--- config.mk ---
export PLATFORM = sky130hd
export DESIGN_NAME = sha1_stream_hasher
export DESIGN_NICKNAME = d
export VERILOG_FILES = /design/src/sha1sh_pkg.sv /design/src/sha1sh_round.sv /design/src/sha1sh_msg_buf.sv /design/src/sha1_stream_hasher.sv
export SDC_FILE = /design/constraint.sdc
export NUM_CORES = 2
export LEC_CHECK = 0
export ABC_AREA = 1
export ABC_CLOCK_PERIOD_IN_PS = 12100
export BUFFER_PORTS_ARGS = -buffer_cell sky130_fd_sc_hd__buf_2
export CAP_MARGIN = 20
export CORE_ASPECT_RATIO = 1.5
export CORE_MARGIN = 1.5
export CORE_UTILIZATION = 58
export DETAILED_ROUTE_END_ITERATION = 10
export PLACE_DENSITY = 0.77
export SYNTH_ARGS = -nofsm -noshare
export SYNTH_HDL_FRONTEND = slang
export SYNTH_SLANG_ARGS = --single-unit
--- constraint.sdc ---
create_clock -name aclk -period 12.1 [get_ports aclk]
set_input_delay 0.605 -clock aclk [delete_from_list [all_inputs] [get_ports aclk]]
set_output_delay 0.605 -clock aclk [all_outputs]
set_load 0.02 [all_outputs]
--- src/sha1sh_pkg.sv ---
// ============================================================================
// sha1sh_pkg
// Shared types and constants for the SHA-1 stream hasher.
// ============================================================================
`default_nettype none

package sha1sh_pkg;

    localparam int unsigned WordW      = 32;
    localparam int unsigned NumWords   = 5;
    localparam int unsigned BlockBytes = 64;
    localparam int unsigned BlockBits  = BlockBytes * 8;
    localparam int unsigned FillW      = $clog2(BlockBytes);
    localparam int unsigned MsgW       = 29;
    localparam int unsigned RoundW     = 7;
    localparam int unsigned IdxW       = 3;
    localparam int unsigned LenW       = 3;

    typedef logic [WordW-1:0]  word_t;
    typedef logic [RoundW-1:0] round_t;

    localparam word_t K0 = 32'h5A82_7999;
    localparam word_t K1 = 32'h6ED9_EBA1;
    localparam word_t K2 = 32'h8F1B_BCDC;
    localparam word_t K3 = 32'hCA62_C1D6;

    localparam word_t INIT_CHAIN [NumWords] = '{
        32'h6745_2301, 32'hEFCD_AB89, 32'h98BA_DCFE, 32'h1032_5476, 32'hC3D2_E1F0
    };

    localparam round_t ROUND_F1   = 7'd20;
    localparam round_t ROUND_F2   = 7'd40;
    localparam round_t ROUND_F3   = 7'd60;
    localparam round_t LAST_ROUND = 7'd79;

    localparam logic [FillW-1:0] FILL_LAST  = 6'd63;
    localparam logic [FillW-1:0] LEN_OFFSET = 6'd56;
    localparam logic [LenW-1:0]  LEN_LAST   = 3'd7;
    localparam logic [IdxW-1:0]  IDX_LAST   = 3'd4;

    localparam logic [7:0] PAD_MARK_BYTE = 8'h80;

    localparam logic CMD_FEED   = 1'b0;
    localparam logic CMD_FINISH = 1'b1;

    typedef struct packed {
        word_t a;
        word_t b;
        word_t c;
        word_t d;
        word_t e;
    } work_t;

    typedef struct packed {
        logic load;
        logic step;
    } buf_ctl_t;

endpackage

`default_nettype wire

--- src/sha1sh_round.sv ---
// ============================================================================
// sha1sh_round
// One SHA-1 compression round; shared by all 80 rounds of a block.
// ============================================================================
`default_nettype none

module sha1sh_round (
    input  wire sha1sh_pkg::work_t  cur,
    input  wire sha1sh_pkg::word_t  w,
    input  wire sha1sh_pkg::round_t round,
    output sha1sh_pkg::work_t       nxt
);

    sha1sh_pkg::word_t f;
    sha1sh_pkg::word_t k;
    sha1sh_pkg::word_t t;

    always_comb begin
        priority if (round < sha1sh_pkg::ROUND_F1) begin
            f = (cur.b & cur.c) | (~cur.b & cur.d);
            k = sha1sh_pkg::K0;
        end else if (round < sha1sh_pkg::ROUND_F2) begin
            f = cur.b ^ cur.c ^ cur.d;
            k = sha1sh_pkg::K1;
        end else if (round < sha1sh_pkg::ROUND_F3) begin
            f = (cur.b & cur.c) | (cur.b & cur.d) | (cur.c & cur.d);
            k = sha1sh_pkg::K2;
        end else begin
            f = cur.b ^ cur.c ^ cur.d;
            k = sha1sh_pkg::K3;
        end
    end

    assign t = {cur.a[26:0], cur.a[31:27]} + f + cur.e + k + w;

    always_comb begin
        nxt.a = t;
        nxt.b = cur.a;
        nxt.c = {cur.b[1:0], cur.b[31:2]};
        nxt.d = cur.c;
        nxt.e = cur.d;
    end

endmodule

`default_nettype wire

--- src/sha1sh_msg_buf.sv ---
// ============================================================================
// sha1sh_msg_buf
// 64-byte block buffer; bytes shift in, then it runs as the 16-word schedule.
// ============================================================================
`default_nettype none

module sha1sh_msg_buf (
    input  wire logic                 aclk,
    input  wire sha1sh_pkg::buf_ctl_t ctl,
    input  wire logic [7:0]           byte_in,
    output sha1sh_pkg::word_t         w_out
);

    localparam int unsigned Top = sha1sh_pkg::BlockBits - 1;
    localparam int unsigned WW  = sha1sh_pkg::WordW;

    logic [sha1sh_pkg::BlockBits-1:0] blk_reg;
    sha1sh_pkg::word_t                mix;

    // window word j sits at blk_reg[Top - j*32 -: 32]
    assign w_out = blk_reg[Top -: WW];
    assign mix   = blk_reg[Top - 13*WW -: WW] ^ blk_reg[Top - 8*WW -: WW]
                 ^ blk_reg[Top - 2*WW -: WW]  ^ blk_reg[Top -: WW];

    always_ff @(posedge aclk) begin
        if (ctl.load) begin
            blk_reg <= {blk_reg[sha1sh_pkg::BlockBits-9:0], byte_in};
        end else if (ctl.step) begin
            blk_reg <= {blk_reg[sha1sh_pkg::BlockBits-WW-1:0], mix[30:0], mix[31]};
        end
    end

endmodule

`default_nettype wire

--- src/sha1_stream_hasher.sv ---
// ============================================================================
// sha1_stream_hasher
// SHA-1 over a byte stream; finish transfer pads and emits five digest words.
// ============================================================================
//  channel | dir | tdata                          | tuser      | tlast
//  s_      | in  | data_byte[7:0]                 | command    | -
//  m_      | out | digest_word[31:0], word_index  | -          | last_word
//
//  Feed transfer: the 64th byte of a block starts its 80 rounds, then the fold.
//  Finish: accept, one push per pad byte (9 to 72), a step with no push ahead
//  of the length field, 80 rounds and a fold per block it completes (1 or 2),
//  then five output transfers.
//  One round unit runs one round per cycle; s_tready is low while busy.
//  m_ stalls hold the current word; aresetn restores the initial chain.
`default_nettype none

module sha1_stream_hasher (
    input  wire logic        aclk,
    input  wire logic        aresetn,
    input  wire logic        s_tvalid,
    output logic             s_tready,
    input  wire logic [7:0]  s_tdata,   // [7:0] data_byte
    input  wire logic        s_tuser,   // [0] command
    output logic             m_tvalid,
    input  wire logic        m_tready,
    output logic [39:0]      m_tdata,   // [31:0] digest_word, [34:32] word_index
    output logic             m_tlast
);

    typedef enum logic [2:0] {
        ST_IDLE,
        ST_PAD_MARK,
        ST_PAD_ZERO,
        ST_PAD_LEN,
        ST_ROUND,
        ST_FOLD,
        ST_EMIT
    } state_t;

    state_t                               state_reg, state_next;
    state_t                               resume_reg, resume_next;
    logic [sha1sh_pkg::FillW-1:0]         fill_reg, fill_next;
    logic [sha1sh_pkg::MsgW-1:0]          msg_reg, msg_next;
    logic [sha1sh_pkg::LenW-1:0]          len_reg, len_next;
    sha1sh_pkg::round_t                   round_reg, round_next;
    logic [sha1sh_pkg::IdxW-1:0]          idx_reg, idx_next;
    sha1sh_pkg::word_t                    chain_reg [sha1sh_pkg::NumWords];
    sha1sh_pkg::word_t                    chain_next [sha1sh_pkg::NumWords];
    sha1sh_pkg::work_t                    work_reg, work_next;
    sha1sh_pkg::work_t                    round_out;
    sha1sh_pkg::word_t                    w_cur;
    sha1sh_pkg::buf_ctl_t                 buf_ctl;
    logic [7:0]                           push_byte;
    logic [7:0]                           len_byte;
    logic [31:0]                          len_bits;

    sha1sh_msg_buf u_msg_buf (
        .aclk    (aclk),
        .ctl     (buf_ctl),
        .byte_in (push_byte),
        .w_out   (w_cur)
    );

    sha1sh_round u_round (
        .cur   (work_reg),
        .w     (w_cur),
        .round (round_reg),
        .nxt   (round_out)
    );

    assign s_tready = (state_reg == ST_IDLE);
    assign m_tvalid = (state_reg == ST_EMIT);
    assign m_tdata  = {5'b0, idx_reg, chain_reg[0]};
    assign m_tlast  = (idx_reg == sha1sh_pkg::IDX_LAST);

    assign len_bits = {msg_reg, 3'b000};

    always_comb begin
        if (!len_reg[2]) begin
            len_byte = 8'h00;
        end else begin
            unique case (len_reg[1:0])
                2'd0: len_byte = len_bits[31:24];
                2'd1: len_byte = len_bits[23:16];
                2'd2: len_byte = len_bits[15:8];
                2'd3: len_byte = len_bits[7:0];
            endcase
        end
    end

    always_comb begin
        logic push;
        push        = 1'b0;
        push_byte   = s_tdata;
        buf_ctl     = '0;
        state_next  = state_reg;
        resume_next = resume_reg;
        fill_next   = fill_reg;
        msg_next    = msg_reg;
        len_next    = len_reg;
        round_next  = round_reg;
        idx_next    = idx_reg;
        work_next   = work_reg;
        chain_next  = chain_reg;

        unique case (state_reg)
            ST_IDLE: begin
                if (s_tvalid) begin
                    if (s_tuser == sha1sh_pkg::CMD_FEED) begin
                        push        = 1'b1;
                        msg_next    = msg_reg + 1'b1;
                        resume_next = ST_IDLE;
                    end else begin
                        state_next = ST_PAD_MARK;
                    end
                end
            end
            ST_PAD_MARK: begin
                push        = 1'b1;
                push_byte   = sha1sh_pkg::PAD_MARK_BYTE;
                state_next  = ST_PAD_ZERO;
                resume_next = ST_PAD_ZERO;
            end
            ST_PAD_ZERO: begin
                if (fill_reg == sha1sh_pkg::LEN_OFFSET) begin
                    state_next = ST_PAD_LEN;
                    len_next   = '0;
                end else begin
                    push        = 1'b1;
                    push_byte   = 8'h00;
                    resume_next = ST_PAD_ZERO;
                end
            end
            ST_PAD_LEN: begin
                push      = 1'b1;
                push_byte = len_byte;
                len_next  = len_reg + 1'b1;
                resume_next = (len_reg == sha1sh_pkg::LEN_LAST) ? ST_EMIT : ST_PAD_LEN;
            end
            ST_ROUND: begin
                buf_ctl.step = 1'b1;
                work_next    = round_out;
                round_next   = round_reg + 1'b1;
                if (round_reg == sha1sh_pkg::LAST_ROUND) begin
                    state_next = ST_FOLD;
                end
            end
            ST_FOLD: begin
                chain_next[0] = chain_reg[0] + work_reg.a;
                chain_next[1] = chain_reg[1] + work_reg.b;
                chain_next[2] = chain_reg[2] + work_reg.c;
                chain_next[3] = chain_reg[3] + work_reg.d;
                chain_next[4] = chain_reg[4] + work_reg.e;
                state_next    = resume_reg;
                idx_next      = '0;
            end
            ST_EMIT: begin
                if (m_tready) begin
                    idx_next = idx_reg + 1'b1;
                    for (int i = 0; i < sha1sh_pkg::NumWords - 1; i++) begin
                        chain_next[i] = chain_reg[i+1];
                    end
                    if (idx_reg == sha1sh_pkg::IDX_LAST) begin
                        chain_next = sha1sh_pkg::INIT_CHAIN;
                        msg_next   = '0;
                        fill_next  = '0;
                        idx_next   = '0;
                        state_next = ST_IDLE;
                    end
                end
            end
            default: state_next = ST_IDLE;
        endcase

        if (push) begin
            buf_ctl.load = 1'b1;
            fill_next    = fill_reg + 1'b1;
            if (fill_reg == sha1sh_pkg::FILL_LAST) begin
                state_next = ST_ROUND;
                round_next = '0;
                work_next  = '{a: chain_reg[0], b: chain_reg[1], c: chain_reg[2],
                               d: chain_reg[3], e: chain_reg[4]};
            end
        end
    end

    always_ff @(posedge aclk) begin
        if (!aresetn) begin
            state_reg  <= ST_IDLE;
            resume_reg <= ST_IDLE;
            fill_reg   <= '0;
            msg_reg    <= '0;
            len_reg    <= '0;
            round_reg  <= '0;
            idx_reg    <= '0;
            chain_reg  <= sha1sh_pkg::INIT_CHAIN;
        end else begin
            state_reg  <= state_next;
            resume_reg <= resume_next;
            fill_reg   <= fill_next;
            msg_reg    <= msg_next;
            len_reg    <= len_next;
            round_reg  <= round_next;
            idx_reg    <= idx_next;
            chain_reg  <= chain_next;
        end
    end

    always_ff @(posedge aclk) begin
        work_reg <= work_next;
    end

`ifndef ASSERT_OFF
    a_no_overlap: assert property (@(posedge aclk) disable iff (!aresetn)
        !(s_tready && m_tvalid))
        else $error("input ready while digest pending");

    a_round_aligned: assert property (@(posedge aclk) disable iff (!aresetn)
        (state_reg == ST_ROUND) |-> (fill_reg == '0))
        else $error("compression started on partial block");

    a_finish_busy: assert property (@(posedge aclk) disable iff (!aresetn)
        (s_tvalid && s_tready && s_tuser == sha1sh_pkg::CMD_FINISH) |=> !s_tready)
        else $error("ready after finish transfer");

    a_back_idle: assert property (@(posedge aclk) disable iff (!aresetn)
        (m_tvalid && m_tready && m_tlast) |=> (s_tready && msg_reg == '0))
        else $error("not idle after last digest word");

    a_emit_aligned: assert property (@(posedge aclk) disable iff (!aresetn)
        $rose(m_tvalid) |-> (fill_reg == '0 && idx_reg == '0))
        else $error("digest emitted from partial state");
`endif

endmodule

`default_nettype wire
Word level (Yosys, flattened, before mapping):

Index checks and enable logic that the tools add are counted.

* add/subtract/negate cells: 14
* multiply operators: 0
* divide/modulo/power cells: 0
* order comparisons: 3
* eq/ne operators: 20
* shift operators: 0
* muxes and demuxes: 55
* bitwise gates (word level): 13
* reduce and logical (&&, ||, !) cells: 17

Operators by type and width (number)
* 512-bit two-way mux: 2
* 160-bit two-way mux: 5
* 160-bit case mux with 2 select lines: 1
* 32-bit adder: 9
* 32-bit two-way mux: 5
* 32-bit XOR: 5
* 32-bit bitwise AND: 4
* 29-bit two-way mux: 4
* 32-bit OR: 3
* 29-bit case mux with 2 select lines: 1
* 3-bit two-way mux: 15
* 32-bit NOT: 1
* 8-bit case mux with 4 select lines: 1
* 31-bit two-way mux: 1
* 29-bit by 1-bit adder with 29-bit output, second input constant: 1
* 6-bit two-way mux: 4
* 8-bit case mux with 3 select lines: 1
* 7-bit two-way mux: 3
* 3-bit case mux with 7 select lines: 1
* 8-bit two-way mux: 2
* 3-bit == test, second input constant: 5
* 7-bit by 6-bit < comparator with 1-bit output, second input constant: 2
* 2-bit nonzero test: 7
* 6-bit == test, second input constant: 2
* 23 further kinds: 37

* register bits after elaboration: 886
* bits in latches: 0
* memory bits (writable): 0
* bits in read-only memories: 0
* input port bits: 13
* output and inout port bits: 43
* logic and storage cells: 140
* memories kept: 0

Longest topological paths before layout:

* depth after elaboration: 13
* gate-level depth with buffers: 25
* depth with buffers taken out: 24

Modules after synthesis:

Synthesis repeated with hierarchy kept, for this count alone.

* cells, all modules: 8261
* area, all modules: 59403.2 µm²

By module, submodules not included
* sha1_stream_hasher: times used 1, cells each 4693, area an instance 28319.7 µm², sequential area each 7487.2 µm²
* sha1sh_msg_buf: times used 1, cells each 2557, area an instance 23892.9 µm², sequential area each 15374.7 µm²
* sha1sh_round: times used 1, cells each 1011, area an instance 7190.6 µm², sequential area each 0.0 µm²

Worst setup path before layout:

OpenSTA, ideal clock, no wires.

* kind: register to register
* from: reg state_reg[1]
* to: reg u_msg_buf.blk_reg[0] (netlist bit), enable pin
* setup time: 0.902 ns
* data arrival time: 12.338 ns
* required time: 11.198 ns
* slack: -1.140 ns
* stages on the path, launching flop included: 10
* buffers on the path: 2
* clock period less this slack: 13.240 ns
* cell sequence: dfxtp_1 > inv_2 > nand2_2 > nor2_2 > nand3b_2 > nand2_2 > inv_2 > buf_2 > buf_2 > nand2_1

* elaborated cells on any way between the ends: 10
* those cells by class: eq/ne: 4; mux: 3; reduce/logical: 3

RTL lines
* start, declared: line sha1_stream_hasher.sv:40 `state_t state_reg, state_next;`
* start signal, assigned: line sha1_stream_hasher.sv:198 `state_reg <= state_next;`
* 3-bit logical NOT
* net s_tready: line sha1_stream_hasher.sv:21 `output logic s_tready,`
* 1-bit case mux with 3 select lines: line sha1_stream_hasher.sv:106 `unique case (state_reg)`
* 1-bit two-way mux: line sha1_stream_hasher.sv:175 `if (push) begin`
* 2-bit nonzero test (no source line)
* end signal, assigned: line sha1sh_msg_buf.sv:27 `blk_reg <= {blk_reg[sha1sh_pkg::BlockBits-9:0], byte_in};`
* end signal, assigned: line sha1sh_msg_buf.sv:29 `blk_reg <= {blk_reg[sha1sh_pkg::BlockBits-WW-1:0], mix[30:0], mix[31]};`
* end, declared: line sha1sh_msg_buf.sv:17 `logic [sha1sh_pkg::BlockBits-1:0] blk_reg;`

The timed path passes the listed nets, and every way through them passes these cells.
A chain may end at the register's enable or synchronous reset.

==> qor.yml <==
power:
  p_switching_mw: 5.43
  power_density_nw_per_um2: 208
  seq_power_share_pct: 33.1
  pwr-share-clk_pct: 22.5
  swShare_pct: 43.8
  vdd_drop_max_uv: 190
  leakage_nw: 28.0
  p_int_mw: 6.97
  comb_power_share_pct: 44.5
sta:
  max_clock_freq_ghz: 0.191
  tns_ns: 0
  slew_violations: 0
  rsz0062_at_grt: "false"
  period_share_pct: 43.2
  hold_viol: 0
  period_minus_slack_ns: 5.23
  worst_pin_slew_ns: 1.14
  skew_ns: 0.0651
  slew_headroom_pct: 23.8
  final-setup-viol-count: 0
yosys:
  synth.ff_latch_count: 886
  yosys-top-cells-count: "nand2_1 (2940), inv_1 (868), o21ai_0 (519), edfxtp_1 (512), a21oi_1 (418)"
  yosys_warnings: 0
  synth_most_common_cell: "nand2_1"
  yosysTopAreaCellShare_pct: 27.3
  yosys.area.top_type: "edfxtp_1"
  synthXorXnorAreaFrac_pct: 2.32
  synth_top_family_by_area: "simple AND/OR/NAND/NOR gates"
  avgSynthCellArea_sq_um: 7.36
  synthAdderAreaFrac_pct: 8.86
  synth_edf_count: 512
  synth_area_leaders: "edfxtp_1 (27%), nand2_1 (20%), dfxtp_1 (13%)"
  syn_area_sq_um: 56400
  synthMuxAreaShare_pct: 0
  synth_compound_area_share_pct: 11.7
  synth-simple-area-share_pct: 27.6
  async_reset_ff_share_pct: 0
  seq_area_frac_synth_pct: 40.6
  synth_ff_type: "edfxtp_1"
  synth.distinct_cells: 53
  synth_cells: 7655
setup_path:
  r2r_end: "work_reg[159]$_DFF_P_"
  cp_max_fo: 21
  worstPathRequired_ns: 12.69
  cp-end-kind: "register"
  critPathLaunchType: "register"
  r2r_start: "round_reg[5]$_SDFF_PN0_"
  r2r_setup_slack_ns: 6.87
  r2r_cells: 25
  worst-setup-path-type: "register to register"
  crit_arrival_ns: 5.82
routing:
  num_vias: 51700
  drt_iter0_drc: 5057
  wl_per_cell_microns: 22.6
  wl_microns: 200000
  drtAntennaViolNets: 0
  via_per_inst: 5.84
  detail_route.drc_violations: 0
  drtPass1Iterations: 7
die:
  die_area_sq_um: 99100
  dieHeight_microns: 385
  core_sq_um: 96000
  rows: 139
  chipWidth_microns: 258
  pin_count: 56
  start_util_pct: 58.7
final_layout:
  largest_register_ffs: 512
  drive_gt1_share_pct: 3.87
  final_cell_area_sq_um: 59700
  fin_nets: 7853
  area_growth_pct: 5.95
  fillCellCount: 8795
global_routing:
  grt_use_total_pct: 40.0
  grt_pass1_vias: 49700
  antenna_found_initial: 5
  grt_max_degree: 219
  grt_first_pass_wirelength_microns: 298000
  grt_overflow: 0
clock_network:
  cts-resized-gates: 0
  cts_buffer_depth: 3
  cts_root_buf: "clkbuf_16"
  cts.sinks: 886
  clk_pin_slew_ns: 0.07
  ctsHoldBuffers: 0
  cts_tree: "done"
  cts_max_level: 3
  cts_setup_buffers: 0
  worstSkewPairLatency_ns: 0.74
  cts_buffers: 86
placed_design:
  gp_congestion: 1.08
  dp_hpwl_microns: 150000
  port-buffer-count: 50
  dpl_cell_area_sq_um: 56800
status:
  status: "complete, no violations"
min_path:
  hold_start: "aresetn"
  hold_depth: 5
  min_to: "msg_reg[14]$_SDFFE_PN0P_"
  hp-class: "input pin to register"
run:
  drv_cap: 0
per-stage QoR:
stage	instances	hold WS, ns	util (%)	setup slack, ns	power (mW)
floorplan	7659	0.440	-	3.99	7.81
CTS	8848	0.308	62.2	7.01	12.3
global placement	8692	0.451	59.2	7.09	9.55
global route	8849	0.360	62.2	6.41	13.2
finish	8851	0.354	62.2	6.87	12.4
detailed placement	8692	0.461	59.2	7.00	9.57
worst max path at each step:
stage,from,to,slack (ns),cells past startpoint
after floorplan,state_reg[1]$_SDFF_PN0_,u_msg_buf.blk_reg[0]$_DFFE_PP_,3.99,9
after global placement,round_reg[5]$_SDFF_PN0_,work_reg[159]$_DFF_P_,7.09,25
after detailed placement,round_reg[5]$_SDFF_PN0_,work_reg[157]$_DFF_P_,7.00,21
after CTS,round_reg[5]$_SDFF_PN0_,work_reg[157]$_DFF_P_,7.01,21
after global routing,round_reg[5]$_SDFF_PN0_,work_reg[157]$_DFF_P_,6.41,21
final,round_reg[5]$_SDFF_PN0_,work_reg[159]$_DFF_P_,6.87,25
critical path, stage by stage, from the launching register on:
cell      delay [ns]
dfxtp_1         0.42
nand2_1         0.14
inv_1           0.07
nand2_1         0.12
nand3_1         0.10
buf_4           0.29
nand2_1         0.49
inv_1           0.77
a221oi_1        0.24
fa_1            0.52
inv_1           0.07
ha_1            0.21
inv_1           0.08
fa_1            0.53
inv_1           0.12
nand2_1         0.06
nand3_1         0.16
nand2_1         0.10
nand2_1         0.16
nand2_1         0.07
nand2_1         0.09
inv_1           0.04
nand2_1         0.06
nand3_1         0.06
nand2_1         0.09
nand2_1         0.05
area by class of cell:
type | count | area (sq um) | share of cell area, %
timing repair buffer | 83 | 526 | 0.880
sequential | 886 | 22900 | 38.3
multi-input combinational | 5571 | 28500 | 47.8
clock buffer | 108 | 2380 | 3.98
inverter | 883 | 3330 | 5.58
antenna | 3 | 7.51 | 0.0126
clock inverter | 48 | 500 | 0.838
tap | 1269 | 1590 | 2.66
power groups by stage:
| stage | combinational (mW) | clock [mW] | sequential, mW |
|---|---|---|---|
| 6_report | 5.51 | 2.78 | 4.10 |
| 5_1_grt | 6.18 | 2.90 | 4.12 |
| 4_1_cts | 5.47 | 2.79 | 4.08 |
| 3_5_place_dp | 5.43 | 0 | 4.14 |
| 3_3_place_gp | 5.41 | 0 | 4.14 |
| 2_1_floorplan | 3.82 | 0 | 3.99 |
cell families (layout without fill, tap and decap cells):
kind of cell,count (synthesis),after routing
other,1,8
adder cells (fa/ha/maj),329,329
AO/OA/AOI/OAI,1209,1209
XOR/XNOR,149,149
AND/OR/NAND/NOR,3879,3879
buffers and inverters,1202,1122
flip-flops,886,886
cell usage in the layout (no fill, tap or decap), types with 49 or more instances in the layout:
| cell type | netlist | routed |
|---|---|---|
| nand4_1 | 61 | 61 |
| nand3_1 | 348 | 348 |
| nor3_1 | 88 | 88 |
| o21ai_1 | 73 | 73 |
| o21ai_0 | 519 | 519 |
| clkbuf_16 | 0 | 88 |
| nand2_1 | 2940 | 2937 |
| a21oi_1 | 418 | 418 |
| buf_2 | 121 | 49 |
| dfxtp_1 | 374 | 374 |
| fa_1 | 117 | 117 |
| edfxtp_1 | 512 | 512 |
| ha_1 | 212 | 212 |
| xnor2_1 | 112 | 112 |
| nor2_1 | 344 | 344 |
| inv_1 | 868 | 867 |
routing by layer:
| metal | global-route usage (%) | part of all wire (%) | vias up |
|---|---|---|---|
| li1 | - | - | 24400 |
| met1 | 45.1 | 36 | 24300 |
| met2 | 66.3 | 47 | 2245 |
| met3 | 6.32 | 7.1 | 755 |
| met4 | 34.1 | 10 | 4 |
| met5 | 0 | 0.014 | - |
(Power assumes the default switching activity.)
